===== src/hdl/bdts_pkg.sv =====
package bdts_pkg;

  localparam int unsigned EventTimeW = 20;
  localparam int unsigned SlotW      = 12;
  localparam int unsigned SampleW    = 16;
  localparam int unsigned TpsW       = 16;
  localparam int unsigned TpfW       = 20;
  localparam int unsigned CfgIndexW  = 2;
  localparam int unsigned CfgDataW   = 20;
  localparam int unsigned ScaleW     = 15;
  localparam int unsigned QuotW      = 16;
  localparam int unsigned DivCntW    = 4;

  localparam logic [ScaleW-1:0]   ScaleTwice = 15'd20000;
  localparam logic [QuotW-1:0]    QuotMax    = 16'd42767;
  localparam logic [QuotW:0]      VolumeOff  = 17'd10000;
  localparam logic [SampleW-1:0]  SampleMax  = 16'h7FFF;
  localparam logic [DivCntW-1:0]  DivLast    = 4'd15;

  localparam logic [TpsW-1:0]  TpsReset  = 16'd72;
  localparam logic [SlotW-1:0] SpfReset  = 12'd960;
  localparam logic [TpfW-1:0]  TpfReset  = 20'd69888;

  typedef enum logic [CfgIndexW-1:0] {
    REG_TICKS_PER_SAMPLE  = 2'd0,
    REG_SAMPLES_PER_FRAME = 2'd1,
    REG_TICKS_PER_FRAME   = 2'd2,
    REG_MUTE              = 2'd3
  } cfg_reg_e;

  typedef enum logic [3:0] {
    ST_IDLE,
    ST_DELTA,
    ST_SUM,
    ST_INTEG,
    ST_MUL,
    ST_DCHK,
    ST_DIV,
    ST_SCALE,
    ST_MIX,
    ST_FRAME,
    ST_DONE
  } state_e;

  typedef struct packed {
    logic [EventTimeW-1:0] event_time;
    logic                  speaker_level;
    logic                  tape_level;
  } in_item_t;

  typedef struct packed {
    logic                      sample_valid;
    logic signed [SampleW-1:0] sample_value;
    logic [SlotW-1:0]          slot_index;
    logic                      fill_half_out;
    logic                      frame_swap;
  } out_item_t;

endpackage


===== src/hdl/beeper_duty_to_sample_unit.sv =====
// Channel  | Signals                                   | Direction
// ---------+-------------------------------------------+----------
// in       | in_valid_i, in_ready_o, in_data_i         | input
// out      | out_valid_o, out_ready_i, out_data_o      | output
// cfg      | cfg_valid_i, cfg_ready_o, cfg_index_i,    | input
//          | cfg_data_i                                |
//
// An item that completes no sample passes idle, delta, sum, integrate, frame and done; when the
// frame is full it skips integrate. One that completes a sample also passes the shared multiply and 16-step
// restoring divider that scale the speaker and then the tape high-time; a quotient that
// overflows 16 bits skips its divide steps. The result waits in an output register,
// loaded as the block returns to idle to take input again, and loading stalls while it is still full.
// Reset is asynchronous and loads the register defaults; cfg is always ready.
module beeper_duty_to_sample_unit #(
  parameter int unsigned TimeBits = 21
) (
  input  logic                                 clk_i,
  input  logic                                 rst_ni,
  input  logic                                 in_valid_i,
  output logic                                 in_ready_o,
  input  bdts_pkg::in_item_t                   in_data_i,
  output logic                                 out_valid_o,
  input  logic                                 out_ready_i,
  output bdts_pkg::out_item_t                  out_data_o,
  input  logic                                 cfg_valid_i,
  output logic                                 cfg_ready_o,
  input  logic [bdts_pkg::CfgIndexW-1:0]       cfg_index_i,
  input  logic [bdts_pkg::CfgDataW-1:0]        cfg_data_i
);

  localparam int unsigned AccW =
    (TimeBits > bdts_pkg::EventTimeW ? TimeBits : bdts_pkg::EventTimeW) + 1;
  localparam int unsigned ProdW = TimeBits + bdts_pkg::ScaleW;
  localparam int unsigned CmpW  = ProdW > 32 ? ProdW : 32;
  localparam logic [TimeBits-1:0] TimeMax = {TimeBits{1'b1}};

  localparam int unsigned EtW = bdts_pkg::EventTimeW;
  localparam int unsigned SlW = bdts_pkg::SlotW;
  localparam int unsigned SmW = bdts_pkg::SampleW;
  localparam int unsigned QW  = bdts_pkg::QuotW;

  function automatic logic [TimeBits-1:0] sat_time(input logic [AccW-1:0] v);
    logic [TimeBits-1:0] r;
    r = (v > AccW'(TimeMax)) ? TimeMax : v[TimeBits-1:0];
    return r;
  endfunction

  bdts_pkg::state_e state_q, state_d;

  logic [bdts_pkg::TpsW-1:0] tps_cfg_q;
  logic [SlW-1:0]            spf_q;
  logic [bdts_pkg::TpfW-1:0] tpf_q;
  logic                      mute_q;

  logic [EtW-1:0]            t_q, t_d;
  logic                      spk_q, spk_d, tap_q, tap_d;
  logic [bdts_pkg::TpsW-1:0] tps_q, tps_d;
  logic                      active_q, active_d, swap_q, swap_d;

  logic [EtW-1:0]      last_q, last_d, dt_q, dt_d;
  logic [TimeBits-1:0] period_q, period_d, hs_q, hs_d, ht_q, ht_d;
  logic [SlW-1:0]      slot_q, slot_d;
  logic                half_q, half_d;

  logic [AccW-1:0]           sum_q, sum_d;
  logic [bdts_pkg::TpsW-1:0] rest_q, rest_d;
  logic [TimeBits-1:0]       cls_s_q, cls_s_d, cls_t_q, cls_t_d;
  logic                      sel_q, sel_d;
  logic [ProdW-1:0]          prod_q, prod_d;
  logic [QW-1:0]             rem_q, rem_d, lo_q, lo_d;
  logic                      ovf_q, ovf_d;
  logic [bdts_pkg::DivCntW-1:0] cnt_q, cnt_d;
  logic signed [SmW-1:0]     s_q, s_d, k_q, k_d, val_q, val_d;
  logic                      ovalid_q, ovalid_d, ohalf_q, ohalf_d;
  logic [SlW-1:0]            oslot_q, oslot_d;

  bdts_pkg::out_item_t out_q, out_d;
  logic                out_valid_q, out_valid_d;

  logic                 in_fire, out_free, close;
  logic [AccW-1:0]      rem_dt;
  logic [CmpW-1:0]      prod_ext, tps_shift;
  logic [QW:0]          trial;
  logic                 trial_ge;
  logic signed [QW:0]   diff;
  logic signed [SmW:0]  msum, mround;
  logic [TimeBits-1:0]  op;

  assign in_ready_o  = (state_q == bdts_pkg::ST_IDLE);
  assign in_fire     = in_valid_i & in_ready_o;
  assign out_free    = ~out_valid_q | out_ready_i;
  assign out_valid_o = out_valid_q;
  assign out_data_o  = out_q;
  assign cfg_ready_o = 1'b1;

  assign close     = sum_q > AccW'(tps_q);
  assign rem_dt    = sum_q - AccW'(tps_q);
  assign op        = sel_q ? cls_t_q : cls_s_q;
  assign prod_ext  = CmpW'(prod_q);
  assign tps_shift = CmpW'({tps_q, 16'd0});
  assign trial     = {rem_q, lo_q[QW-1]};
  assign trial_ge  = trial >= {1'b0, tps_q};
  assign diff      = $signed({1'b0, lo_q}) - $signed(bdts_pkg::VolumeOff);
  assign msum      = {s_q[SmW-1], s_q} + {k_q[SmW-1], k_q};
  assign mround    = msum + (SmW+1)'(msum[SmW] & msum[0]);

  always_comb begin
    state_d = state_q;
    case (state_q)
      bdts_pkg::ST_IDLE:  if (in_fire) state_d = bdts_pkg::ST_DELTA;
      bdts_pkg::ST_DELTA: state_d = bdts_pkg::ST_SUM;
      bdts_pkg::ST_SUM:   state_d = active_q ? bdts_pkg::ST_INTEG : bdts_pkg::ST_FRAME;
      bdts_pkg::ST_INTEG: state_d = close ? bdts_pkg::ST_MUL : bdts_pkg::ST_FRAME;
      bdts_pkg::ST_MUL:   state_d = bdts_pkg::ST_DCHK;
      bdts_pkg::ST_DCHK:  state_d = (prod_ext >= tps_shift) ? bdts_pkg::ST_SCALE
                                                             : bdts_pkg::ST_DIV;
      bdts_pkg::ST_DIV:   if (cnt_q == bdts_pkg::DivLast) state_d = bdts_pkg::ST_SCALE;
      bdts_pkg::ST_SCALE: state_d = sel_q ? bdts_pkg::ST_MIX : bdts_pkg::ST_MUL;
      bdts_pkg::ST_MIX:   state_d = bdts_pkg::ST_FRAME;
      bdts_pkg::ST_FRAME: state_d = bdts_pkg::ST_DONE;
      bdts_pkg::ST_DONE:  if (out_free) state_d = bdts_pkg::ST_IDLE;
      default:            state_d = bdts_pkg::ST_IDLE;
    endcase
  end

  always_comb begin
    t_d = t_q; spk_d = spk_q; tap_d = tap_q; tps_d = tps_q;
    active_d = active_q; swap_d = swap_q;
    last_d = last_q; dt_d = dt_q; period_d = period_q;
    hs_d = hs_q; ht_d = ht_q; slot_d = slot_q; half_d = half_q;
    sum_d = sum_q; rest_d = rest_q; cls_s_d = cls_s_q; cls_t_d = cls_t_q;
    sel_d = sel_q; prod_d = prod_q; rem_d = rem_q; lo_d = lo_q; ovf_d = ovf_q;
    cnt_d = cnt_q; s_d = s_q; k_d = k_q; val_d = val_q;
    ovalid_d = ovalid_q; ohalf_d = ohalf_q; oslot_d = oslot_q;
    out_d = out_q;
    out_valid_d = out_valid_q & ~out_ready_i;
    case (state_q)
      bdts_pkg::ST_IDLE: begin
        if (in_fire) begin
          t_d      = in_data_i.event_time;
          spk_d    = in_data_i.speaker_level & ~mute_q;
          tap_d    = in_data_i.tape_level;
          tps_d    = (tps_cfg_q == '0) ? bdts_pkg::TpsW'(1) : tps_cfg_q;
          active_d = slot_q < spf_q;
          swap_d   = EtW'(in_data_i.event_time) >= tpf_q;
          ovalid_d = 1'b0;
          val_d    = '0;
          oslot_d  = '0;
          ohalf_d  = 1'b0;
          sel_d    = 1'b0;
        end
      end
      bdts_pkg::ST_DELTA: begin
        dt_d   = (t_q >= last_q) ? t_q - last_q : '0;
        last_d = swap_q ? t_q - tpf_q : t_q;
      end
      bdts_pkg::ST_SUM: begin
        sum_d  = AccW'(period_q) + AccW'(dt_q);
        rest_d = (AccW'(period_q) < AccW'(tps_q)) ? tps_q - bdts_pkg::TpsW'(period_q)
                                                   : '0;
      end
      bdts_pkg::ST_INTEG: begin
        if (close) begin
          cls_s_d  = spk_q ? sat_time(AccW'(hs_q) + AccW'(rest_q)) : hs_q;
          cls_t_d  = tap_q ? sat_time(AccW'(ht_q) + AccW'(rest_q)) : ht_q;
          hs_d     = spk_q ? sat_time(rem_dt) : '0;
          ht_d     = tap_q ? sat_time(rem_dt) : '0;
          period_d = sat_time(rem_dt);
          ovalid_d = 1'b1;
          oslot_d  = slot_q;
          ohalf_d  = half_q;
          slot_d   = slot_q + SlW'(1);
        end else begin
          if (spk_q) hs_d = sat_time(AccW'(hs_q) + AccW'(dt_q));
          if (tap_q) ht_d = sat_time(AccW'(ht_q) + AccW'(dt_q));
          period_d = sat_time(sum_q);
        end
      end
      bdts_pkg::ST_MUL: begin
        prod_d = ProdW'(op) * ProdW'(bdts_pkg::ScaleTwice);
      end
      bdts_pkg::ST_DCHK: begin
        ovf_d = prod_ext >= tps_shift;
        rem_d = prod_ext[31:16];
        lo_d  = prod_ext[15:0];
        cnt_d = '0;
      end
      bdts_pkg::ST_DIV: begin
        rem_d = trial_ge ? QW'(trial - {1'b0, tps_q}) : trial[QW-1:0];
        lo_d  = {lo_q[QW-2:0], trial_ge};
        cnt_d = cnt_q + bdts_pkg::DivCntW'(1);
      end
      bdts_pkg::ST_SCALE: begin
        if (sel_q) begin
          k_d = (ovf_q || lo_q > bdts_pkg::QuotMax) ? bdts_pkg::SampleMax : diff[SmW-1:0];
        end else begin
          s_d = (ovf_q || lo_q > bdts_pkg::QuotMax) ? bdts_pkg::SampleMax : diff[SmW-1:0];
        end
        sel_d = 1'b1;
      end
      bdts_pkg::ST_MIX: begin
        val_d = mround[SmW:1];
      end
      bdts_pkg::ST_FRAME: begin
        if (swap_q) begin
          slot_d = '0;
          half_d = ~half_q;
        end
      end
      bdts_pkg::ST_DONE: begin
        if (out_free) begin
          out_d.sample_valid  = ovalid_q;
          out_d.sample_value  = val_q;
          out_d.slot_index    = oslot_q;
          out_d.fill_half_out = ohalf_q;
          out_d.frame_swap    = swap_q;
          out_valid_d         = 1'b1;
        end
      end
      default: ;
    endcase
  end

  always_ff @(posedge clk_i or negedge rst_ni) begin
    if (!rst_ni) begin
      state_q     <= bdts_pkg::ST_IDLE;
      tps_cfg_q   <= bdts_pkg::TpsReset;
      spf_q       <= bdts_pkg::SpfReset;
      tpf_q       <= bdts_pkg::TpfReset;
      mute_q      <= 1'b0;
      last_q      <= '0;
      period_q    <= '0;
      hs_q        <= '0;
      ht_q        <= '0;
      slot_q      <= '0;
      half_q      <= 1'b1;
      out_valid_q <= 1'b0;
    end else begin
      state_q     <= state_d;
      last_q      <= last_d;
      period_q    <= period_d;
      hs_q        <= hs_d;
      ht_q        <= ht_d;
      slot_q      <= slot_d;
      half_q      <= half_d;
      out_valid_q <= out_valid_d;
      if (cfg_valid_i) begin
        case (bdts_pkg::cfg_reg_e'(cfg_index_i))
          bdts_pkg::REG_TICKS_PER_SAMPLE:  tps_cfg_q <= cfg_data_i[bdts_pkg::TpsW-1:0];
          bdts_pkg::REG_SAMPLES_PER_FRAME: spf_q     <= cfg_data_i[SlW-1:0];
          bdts_pkg::REG_TICKS_PER_FRAME:   tpf_q     <= cfg_data_i[bdts_pkg::TpfW-1:0];
          bdts_pkg::REG_MUTE:              mute_q    <= cfg_data_i[0];
          default: ;
        endcase
      end
    end
  end

  always_ff @(posedge clk_i) begin
    t_q      <= t_d;
    spk_q    <= spk_d;
    tap_q    <= tap_d;
    tps_q    <= tps_d;
    active_q <= active_d;
    swap_q   <= swap_d;
    dt_q     <= dt_d;
    sum_q    <= sum_d;
    rest_q   <= rest_d;
    cls_s_q  <= cls_s_d;
    cls_t_q  <= cls_t_d;
    sel_q    <= sel_d;
    prod_q   <= prod_d;
    rem_q    <= rem_d;
    lo_q     <= lo_d;
    ovf_q    <= ovf_d;
    cnt_q    <= cnt_d;
    s_q      <= s_d;
    k_q      <= k_d;
    val_q    <= val_d;
    ovalid_q <= ovalid_d;
    ohalf_q  <= ohalf_d;
    oslot_q  <= oslot_d;
    out_q    <= out_d;
  end

endmodule


===== config.mk =====
export PLATFORM = sky130hd
export DESIGN_NAME = beeper_duty_to_sample_unit
export DESIGN_NICKNAME = d
export VERILOG_FILES = /design/src/hdl/bdts_pkg.sv /design/src/hdl/beeper_duty_to_sample_unit.sv
export SDC_FILE = /design/constraint.sdc
export NUM_CORES = 1
export LEC_CHECK = 0
export ABC_AREA = 1
export BUFFER_PORTS_ARGS = -buffer_cell sky130_fd_sc_hd__buf_2
export CORE_UTILIZATION = 50
export DETAILED_ROUTE_END_ITERATION = 7
export PLACE_DENSITY = 0.67
export SETUP_SLACK_MARGIN = 0.05
export SLEW_MARGIN = 20
export SYNTH_ARGS = -nofsm -noshare
export SYNTH_HDL_FRONTEND = slang
export SYNTH_SLANG_ARGS = --single-unit

===== constraint.sdc =====
create_clock -name clk_i -period 5.68 [get_ports clk_i]
set_clock_uncertainty 0.1 [all_clocks]
set_input_delay 0.284 -clock clk_i [delete_from_list [all_inputs] [get_ports clk_i]]
set_output_delay 0.284 -clock clk_i [all_outputs]
set_load 0.02 [all_outputs]

After elaboration in Yosys (flattened, before gate mapping)
Cells that the tools add are included.
W data, S select, Z words.

cells by class
  equal/unequal tests = 19
  mux-type cells = 46
  bitwise operators = 10
  add/subtract/negate cells = 15
  reductions and logical operators = 28
  multiply operators = 1
  magnitude comparators = 14

operators by type and width
  kind                      count
  $mux W21                  16
  $gt A22 B21 Y1 const B    6
  $pmux W16 S2              3
  $add A21 B20 Y22          3
  $mux W12                  4
  $mux W16                  3
  $pmux W12 S2              2
  $add A21 B16 Y22          2
  $pmux W4 S11              1
  $ge A20 B20 Y1            2
  $sub A20 B20 Y20          2
  $ge A36 B32 Y1            1
  $sub A16 B16 Y16          2
  $mul A21 B10 Y31 const B  1
  $reduce_and A2 Y1         14
  $mux W4                   6
  $gt A22 B16 Y1            1
  $sub A22 B16 Y22          1
  $lt A21 B16 Y1            1
  $mux W20                  1
  $add A16 B16 Y17          1
  $add A17 B1 Y17           1
  $ge A17 B16 Y1            1
  $eq A4 B3 Y1 const B      4
  other kinds (24)          54

word-level totals
  word-level logic and storage cells = 173
  register bits = 452

Depth between registers and ports, before layout
Gate-level depths: netlist (run 1).

  word-level depth = 5
  gate-level depth with buffers = 27

Least setup slack after synthesis (run 1)
No wires, ideal clock.

  kind = register to register
  start = reg sel_q
  end = reg prod_q[35], in the netlist prod_ext[35], data pin
  setup time = 0.252 ns
  clock period less this slack = 5.041 ns
  stages on the path, launching flop included = 22
  data required time = 5.328 ns
  path slack = 0.639 ns
  arrival time = 4.688 ns
  cells stage by stage = edfxtp_1 clkbuf_1 o21ai_0 fa_1 inv_1 ha_1 fa_1 ha_1 inv_1 fa_1 inv_1 ha_1 a21oi_1 o21ai_0 a21oi_1 nand3_1 nand2_1 o211ai_1 nand2_1 nand2_1 nand2_1 nand2_1

between the ends
  longest elaborated chain between the ends = 2

ends and longest elaborated chain
  item                    line                               RTL
  start, declared         beeper_duty_to_sample_unit.sv:68   logic sel_q, sel_d;
  start signal, assigned  beeper_duty_to_sample_unit.sv:271  sel_q <= sel_d;
  $mux W21                beeper_duty_to_sample_unit.sv:98   assign op = sel_q ? cls_t_q : cls_s_q;
  $mul A21 B10 Y31        beeper_duty_to_sample_unit.sv:180  prod_d = ProdW'(op) * ProdW'(bdts_pkg::ScaleTwice);
  end signal, assigned    beeper_duty_to_sample_unit.sv:272  prod_q <= prod_d;
  end, declared           beeper_duty_to_sample_unit.sv:69   logic [ProdW-1:0] prod_q, prod_d;

Every way passes these cells.
A chain may end at the register's enable or synchronous reset.

Worst setup path after layout (run 1)
  start = reg sel_q
  end = reg prod_q[32], in the netlist prod_ext[32], data pin

Same word-level chain as after synthesis.

==> results_tabular.tex, run 1 <==
\begin{tabular}{lr}
\hline
Metric & Value \\
\hline
\multicolumn{2}{l}{\textbf{Outcome}} \\
Run status & completed \\
\multicolumn{2}{l}{\textbf{Floorplanning}} \\
Row Count & 95 \\
Initial Utilization & 50.8\% \\
Area enclosed by the die boundary & 69600 um\^{}2 \\
Die boundary width & 264 um \\
Std-Cell Core Area & 67500 um\^{}2 \\
Count of pins on the block boundary & 83 \\
Vert. Die Dim & 264 um \\
\multicolumn{2}{l}{\textbf{Critical path}} \\
Top fanout value on the critical path & 8 \\
Top cell family by delay on the critical path & adder cells \\
Buffers plus inverters on the worst setup path & 6 \\
Worst r2r dst & prod\_ext[32]\$\_DFFE\_PP\_ \\
Number of cells on the worst reg-to-reg path & 20 \\
Arrival time of the worst setup path & 5780 ps \\
Cell breakdown of the critical path & buf\_12, clkinvlp\_4, buf\_4, or2\_2, o21ai\_0, inv\_1, fa\_1, ha\_1, inv\_1, fa\_1, inv\_1, ha\_1, ha\_1, ha\_1, nand2\_1, nor3\_1, nand4\_1, nand3\_1, a21oi\_1, xor2\_1 \\
Worst Setup EP & prod\_ext[32]\$\_DFFE\_PP\_ \\
R2R setup slack & 170 ps \\
Worst setup startpoint & sel\_q\$\_DFFE\_PP\_ \\
Kind of capture point of the worst setup path & flip-flop \\
Critical Path Start Type & flip-flop \\
Setup Crit Path Kind & reg -> reg \\
Cell occurring most often along the worst timing path & sky130\_fd\_sc\_hd\_\_ha\_1 \\
CP max stage delay & 530 ps \\
Startpoint of the lowest-slack register-to-register path & sel\_q\$\_DFFE\_PP\_ \\
Required @ worst endpoint & 5950 ps \\
Instance count on the critical path & 20 \\
Crit path max-delay cell type & sky130\_fd\_sc\_hd\_\_fa\_1 \\
\multicolumn{2}{l}{\textbf{STA}} \\
Endpoints failing hold & 0 \\
Maximum frequency from static timing analysis & 182 MHz \\
Final period demand of the worst path & 5510 ps \\
Setup ws final & 172 ps \\
Transition time of the tightest slew-check pin & 1050 ps \\
Pins Over Slew Limit & 0 \\
Final-report setup violation count & 0 \\
Worst slew margin relative to its limit & 29.6\% \\
Period utilisation layout & 97.0\% \\
Setup repair after global routing missed its margin & yes \\
\multicolumn{2}{l}{\textbf{Yosys}} \\
Number of instances in the synthesized netlist & 4289 \\
Count of yosys warnings during synthesis & 0 \\
Library cell with the highest instance count after synthesis & sky130\_fd\_sc\_hd\_\_nand2\_1 \\
Number of enable-type register cells in the synthesized netlist & 302 \\
Count of distinct cell types in the synthesized netlist & 63 \\
Post-synthesis compound-gate area fraction & 11.8\% \\
Avg Inst Size Synth & 7.99 um\^{}2 \\
Share of Yosys cell area claimed by the top area cell type & 26.4\% \\
Dominant combinational cell family by area after synthesis & simple AND/OR/NAND/NOR gates \\
Main synth FF type & sky130\_fd\_sc\_hd\_\_edfxtp\_1 \\
Parity-gate share of the synthesized area counting xor and xnor cells & 4.05\% \\
Cell types with the highest counts after synthesis & 1143 x sky130\_fd\_sc\_hd\_\_nand2\_1, 560 x sky130\_fd\_sc\_hd\_\_inv\_1, 348 x sky130\_fd\_sc\_hd\_\_ha\_1 \\
Share of flip-flops with an asynchronous set or reset after synthesis & 33.2\% \\
Fraction of the mapped netlist area in adder cells & 16.2\% \\
Area share of and/or/nand/nor cells after synthesis & 23.1\% \\
Summed instance area of the synthesized netlist & 34300 um\^{}2 \\
Number of nets in the synthesized netlist & 4746 \\
Dominant cell type by area after synthesis & sky130\_fd\_sc\_hd\_\_edfxtp\_1 \\
Synth Register Bits & 452 \\
Sequential fraction of the synthesis area & 37.4\% \\
Multiplexer fraction of the synthesized cell area & 0\% \\
Synth top area cells & sky130\_fd\_sc\_hd\_\_edfxtp\_1 26\%, sky130\_fd\_sc\_hd\_\_ha\_1 13\%, sky130\_fd\_sc\_hd\_\_nand2\_1 13\% \\
\multicolumn{2}{l}{\textbf{Cells and area}} \\
Syn-to-layout area delta & 11.0\% \\
Total number of nets in the final design & 4885 \\
Layout cells sized above 1 & 6.89\% \\
\multicolumn{2}{l}{\textbf{Detailed routing}} \\
Average routed wire per standard cell & 19.2 um \\
Drt first-iter violations & 2184 \\
Number of remaining DRC errors & 0 \\
Total Wirelength & 102000 um \\
Via Count & 29400 \\
Number of iterations in the first detailed-routing pass & 6 \\
Final ANT Viol Nets & 0 \\
DR vias/cell & 5.50 \\
\multicolumn{2}{l}{\textbf{Placed design}} \\
DP HPWL & 81100 um \\
\# port buffers & 81 \\
Pre-CTS setup slack & -138 ps \\
Final GP Congestion & 1.02 \\
\multicolumn{2}{l}{\textbf{Clock network}} \\
Depth of the CTS H-tree & 2 \\
Clock buffer count from CTS & 50 \\
Num Clock Sinks & 452 \\
Clock slew seen by the registers of the worst setup and hold paths & 60 ps \\
Root Buffer & sky130\_fd\_sc\_hd\_\_clkbuf\_16 \\
Source-to-sink clock delay at the later pin of the worst-skew pair & 630 ps \\
Number of buffers on the longest clock path & 3 \\
CTS tree & built \\
\multicolumn{2}{l}{\textbf{Min path}} \\
Type of the most critical hold path & in -> async \\
\multicolumn{2}{l}{\textbf{GRT}} \\
Aggregate global routing overflow & 0 \\
Met2 Track Usage GR & 50.2\% \\
Global-route usage over all layers & 29.2\% \\
Antenna violations before repair & 0 \\
Wire length of the first global-routing pass & 158000 um \\
Number of global-route vias before repair & 28200 \\
Most used routing layer in global routing & met2 \\
Maximum number of pins on one net before global-route repair & 100 \\
GR Layer Usage met1 & 36.9\% \\
M3 GR Usage & 3.35\% \\
\multicolumn{2}{l}{\textbf{Job}} \\
Max Cap Viol & 0 \\
\hline
\end{tabular}
-- routing by layer --
metal	wire, um	share of wire, %
met1	43200	42
met2	48900	48
met3	5430	5.3
met4	4910	4.8
met5	0	0
-- state kept, by name, summed over array words and instances (netlist names), 21 cells and up --
| register | count |
|---|---|
| period_q | 21 |
| out_data_o | 31 |
| cls_t_q | 21 |
| hs_q | 21 |
| ht_q | 21 |
| prod_ext | 31 |
| sum_q | 22 |
| cls_s_q | 21 |
-- cells in the final DEF, fill, tap and decap left out, types with 7 or more instances in the layout --
cell type,instances
sky130_fd_sc_hd__a211oi_1,10
sky130_fd_sc_hd__a21o_1,16
sky130_fd_sc_hd__a21oi_1,284
sky130_fd_sc_hd__a31oi_1,7
sky130_fd_sc_hd__buf_2,80
sky130_fd_sc_hd__buf_4,37
sky130_fd_sc_hd__clkbuf_1,9
sky130_fd_sc_hd__clkbuf_16,56
sky130_fd_sc_hd__clkinv_2,12
sky130_fd_sc_hd__dfrtp_1,140
sky130_fd_sc_hd__dfstp_2,10
sky130_fd_sc_hd__dlygate4sd3_1,48
sky130_fd_sc_hd__edfxtp_1,302
sky130_fd_sc_hd__fa_1,60
sky130_fd_sc_hd__ha_1,346
sky130_fd_sc_hd__inv_1,551
sky130_fd_sc_hd__inv_2,14
sky130_fd_sc_hd__nand2_1,1143
sky130_fd_sc_hd__nand3_1,214
sky130_fd_sc_hd__nand3b_1,27
sky130_fd_sc_hd__nand4_1,66
sky130_fd_sc_hd__nor2_1,321
sky130_fd_sc_hd__nor2_2,11
sky130_fd_sc_hd__nor3_1,36
sky130_fd_sc_hd__nor4_1,17
sky130_fd_sc_hd__o211ai_1,34
sky130_fd_sc_hd__o21a_1,11
sky130_fd_sc_hd__o21ai_0,261
sky130_fd_sc_hd__o21ai_1,10
sky130_fd_sc_hd__o21ai_2,11
sky130_fd_sc_hd__o21bai_1,26
sky130_fd_sc_hd__o22ai_1,29
sky130_fd_sc_hd__or2_2,23
sky130_fd_sc_hd__xnor2_1,53
sky130_fd_sc_hd__xor2_1,100
-- cell type report --
type | count | area [um^2]
antenna | 1 | 2.50
clock buffer | 65 | 1420
clock inverter | 27 | 274
fill | 6313 | 29500
inverter | 570 | 2150
multi-input combinational | 3184 | 19000
sequential | 452 | 12800
tap | 873 | 1090
timing repair buffer | 169 | 1240
timing repair inverter | 1 | 7.51
-- kinds of logic (layout without fill, tap and decap cells) --
group / Yosys count / count (layout)
DFF: 452 / 452
and+or+nand+nor: 1892 / 1892
xor gates and xnor gates: 156 / 156
adders and majority gates: 408 / 408
AOI/OAI and AO/OA: 727 / 727
buffers and inverters: 653 / 832
other: 1 / 2
-- how the worst min path moves through the flow --
stage               depth (start not counted)                       end
CTS                                         2     tpf_q[17]$_DFFE_PN0P_
finish                                      2     tpf_q[17]$_DFFE_PN0P_
detailed placement                          0  out_data_o[24]$_DFFE_PP_
floorplan                                   0       hs_q[0]$_DFFE_PN0P_
global route                                2           tap_q$_DFFE_PP_
global placement                            0  out_data_o[26]$_DFFE_PP_
-- repair_timing --
| item | 4_1_cts | 5_1_grt |
|---|---|---|
| hold endpoints to repair | 161 | 0 |
| gates resized for setup | 14 | 29 |
| buffers inserted | 0 | 15 |
| setup endpoints to repair | 6 | 12 |
| hold buffers | 48 | 0 |
| gates cloned | 0 | 2 |
-- metrics by stage --
stage	util, %	instances	setup TNS, ps	cell area [um^2]	hold slack [ps]
2_1_floorplan	-	4289	0	34300	-112
3_3_place_gp	52.8	5183	-18.8	35600	302
3_5_place_dp	52.8	5183	-353	35600	305
4_1_cts	56.0	5323	0	37800	234
5_1_grt	56.4	5341	-7.08	38100	258
6_report	56.4	5342	0	38100	210
Power of run 1 is not shown: default switching activity piles up to over one toggle a cycle in this logic, so the estimate is an artifact.
==> inputs of run 2 (changes only) <==
--- a/config.mk
+++ b/config.mk
@@ -7,11 +7,11 @@
 export LEC_CHECK = 0
 export ABC_AREA = 1
 export BUFFER_PORTS_ARGS = -buffer_cell sky130_fd_sc_hd__buf_2
+export CAP_MARGIN = 20
 export CORE_UTILIZATION = 50
 export DETAILED_ROUTE_END_ITERATION = 7
 export PLACE_DENSITY = 0.67
 export SETUP_SLACK_MARGIN = 0.05
-export SLEW_MARGIN = 20
 export SYNTH_ARGS = -nofsm -noshare
 export SYNTH_HDL_FRONTEND = slang
 export SYNTH_SLANG_ARGS = --single-unit
==> constraint.sdc (replaced) <==
create_clock -name clk_i -period 5.68 [get_ports clk_i]
set_clock_uncertainty 0.1 [all_clocks]
set_input_delay 0.284 -clock clk_i [delete_from_list [all_inputs] [get_ports clk_i]]
set_output_delay 0.284 -clock clk_i [all_outputs]
set_load 0.1 [all_outputs]
==> run 2 against run 1 <==
  * Cell area about the same
  * First-iteration DRC count increased by 2.6%
  * Via count is essentially flat
  * Critical path depth did not move
  * Routed wire length hardly changed
  * Maximum frequency up 0.14%
  * Non-clock buffer count increased by 1
  * Die area unchanged
  * Critical path type unchanged
  * Setup slack gained 7.9 ps
  * Global-route usage stayed put
  * Sequential cell count stayed put
==> results_tabular.tex, run 2 (synthesis gave the netlist of run 1 again) <==
\begin{tabular}{lr}
\hline
Metric & Value \\
\hline
\multicolumn{2}{l}{\textbf{Outcome}} \\
Run status & completed \\
\multicolumn{2}{l}{\textbf{Cells and area}} \\
Total number of nets in the final design & 4886 \\
Most common library cell in the layout ignoring fill and taps & sky130\_fd\_sc\_hd\_\_nand2\_1 \\
Commonest cells after routing, fill and taps aside & 1143 x sky130\_fd\_sc\_hd\_\_nand2\_1, 552 x sky130\_fd\_sc\_hd\_\_inv\_1, 346 x sky130\_fd\_sc\_hd\_\_ha\_1, 321 x sky130\_fd\_sc\_hd\_\_nor2\_1, 302 x sky130\_fd\_sc\_hd\_\_edfxtp\_1 \\
Syn-to-layout area delta & 11.0\% \\
N\_diodes & 0 \\
Count of placed standard cells in the final layout, fillers left out & 5342 \\
Layout cells sized above 1 & 6.89\% \\
\multicolumn{2}{l}{\textbf{Critical path}} \\
Setup Crit Path Kind & reg -> reg \\
Cell occurring most often along the worst timing path & sky130\_fd\_sc\_hd\_\_ha\_1 \\
Startpoint of the lowest-slack register-to-register path & sel\_q\$\_DFFE\_PP\_ \\
Critical Path Start Type & flip-flop \\
Crit path max-delay cell type & sky130\_fd\_sc\_hd\_\_fa\_1 \\
Required @ worst endpoint & 5950 ps \\
Buffers plus inverters on the worst setup path & 6 \\
R2R setup slack & 180 ps \\
Worst r2r dst & prod\_ext[32]\$\_DFFE\_PP\_ \\
Kind of capture point of the worst setup path & flip-flop \\
Number of cells on the worst reg-to-reg path & 20 \\
CP max stage delay & 530 ps \\
Arrival time of the worst setup path & 5770 ps \\
Top cell family by delay on the critical path & adder cells \\
Cell breakdown of the critical path & buf\_12, clkinvlp\_4, buf\_4, or2\_2, o21ai\_0, inv\_1, fa\_1, ha\_1, inv\_1, fa\_1, inv\_1, ha\_1, ha\_1, ha\_1, nand2\_1, nor3\_1, nand4\_1, nand3\_1, a21oi\_1, xor2\_1 \\
Top fanout value on the critical path & 8 \\
\multicolumn{2}{l}{\textbf{Min path}} \\
Type of the most critical hold path & in -> async \\
\multicolumn{2}{l}{\textbf{GRT}} \\
Global-route usage over all layers & 29.2\% \\
Antenna violations before repair & 0 \\
Aggregate global routing overflow & 0 \\
Maximum number of pins on one net before global-route repair & 100 \\
Number of global-route vias before repair & 28200 \\
Wire length of the first global-routing pass & 158000 um \\
\multicolumn{2}{l}{\textbf{Floorplanning}} \\
Std-Cell Core Area & 67500 um\^{}2 \\
Die boundary width & 264 um \\
Count of pins on the block boundary & 83 \\
Vert. Die Dim & 264 um \\
Initial Utilization & 50.8\% \\
Area enclosed by the die boundary & 69600 um\^{}2 \\
Row Count & 95 \\
\multicolumn{2}{l}{\textbf{Placed design}} \\
\# port buffers & 81 \\
Cell count after placement & 5183 \\
Pre-CTS setup slack & -138 ps \\
DP HPWL & 81100 um \\
Final GP Congestion & 1.02 \\
\multicolumn{2}{l}{\textbf{STA}} \\
Endpoints failing hold & 0 \\
Final period demand of the worst path & 5500 ps \\
Worst hold slack across all endpoints & 207 ps \\
Setup ws final & 180 ps \\
Setup repair after global routing missed its margin & yes \\
Transition time of the tightest slew-check pin & 1080 ps \\
Final-report setup violation count & 0 \\
Worst slew margin relative to its limit & 27.7\% \\
Period utilisation layout & 96.8\% \\
Maximum frequency from static timing analysis & 182 MHz \\
Pins Over Slew Limit & 0 \\
\multicolumn{2}{l}{\textbf{Clock network}} \\
Root Buffer & sky130\_fd\_sc\_hd\_\_clkbuf\_16 \\
Source-to-sink clock delay at the later pin of the worst-skew pair & 630 ps \\
Clock buffer count from CTS & 50 \\
Depth of the CTS H-tree & 2 \\
Num Clock Sinks & 452 \\
Clock slew seen by the registers of the worst setup and hold paths & 60 ps \\
CTS tree & built \\
Number of buffers on the longest clock path & 3 \\
\multicolumn{2}{l}{\textbf{Detailed routing}} \\
Total Wirelength & 102000 um \\
Average routed wire per standard cell & 19.2 um \\
Final ANT Viol Nets & 0 \\
DR vias/cell & 5.50 \\
Via Count & 29400 \\
Number of iterations in the first detailed-routing pass & 6 \\
Number of remaining DRC errors & 0 \\
Drt first-iter violations & 2240 \\
\multicolumn{2}{l}{\textbf{Job}} \\
Max Cap Viol & 0 \\
\hline
\end{tabular}
run 2: changes by cell type in the layout (fill, tap and decap cells not counted):
cell | before | now
sky130_fd_sc_hd__buf_8 | 0 | 1
sky130_fd_sc_hd__diode_2 | 1 | 0
sky130_fd_sc_hd__inv_1 | 551 | 552
sky130_fd_sc_hd__inv_2 | 14 | 13
run 2: stage by stage:
stage,util (%),TNS (ps),area [um^2]
floorplan,-,0,34300
global placement,52.8,-18.8,35600
detailed placement,52.8,-353,35600
CTS,56.0,0,37800
global route,56.4,-7.08,38100
finish,56.4,0,38100
run 2: metal layers:
layer	wire length (um)	global-route usage, %
met2	48900	50.2
met4	4930	13.0
met3	5240	3.35
met1	43300	36.9
met5	0	0
run 2: worst max path at each step:
stage	startpoint	to	cells after the start
2_1_floorplan	sel_q$_DFFE_PP_	prod_ext[35]$_DFFE_PP_	21
3_3_place_gp	sel_q$_DFFE_PP_	prod_ext[35]$_DFFE_PP_	23
3_5_place_dp	sel_q$_DFFE_PP_	prod_ext[33]$_DFFE_PP_	23
4_1_cts	sel_q$_DFFE_PP_	prod_ext[22]$_DFFE_PP_	22
5_1_grt	sel_q$_DFFE_PP_	prod_ext[33]$_DFFE_PP_	24
6_report	sel_q$_DFFE_PP_	prod_ext[32]$_DFFE_PP_	20
run 2: timing repair:
| item | in CTS | in global routing |
|---|---|---|
| pin swaps | 0 | 0 |
| gates resized for setup | 14 | 29 |
| cloned | 0 | 2 |
| hold endpoints to repair | 161 | 0 |
| setup endpoints to repair | 6 | 12 |
| setup buffers | 0 | 15 |
| hold buffers | 48 | 0 |
run 2: area by class of cell:
type	count	area, um^2
Fill cell	6313	29400
Multi-Input combinational cell	3184	19000
Sequential cell	452	12800
Inverter	570	2150
Clock buffer	65	1420
Timing Repair Buffer	170	1260
Tap cell	873	1090
Clock inverter	27	274
Timing Repair inverter	1	7.51
Power of run 2 is left out for the same reason.
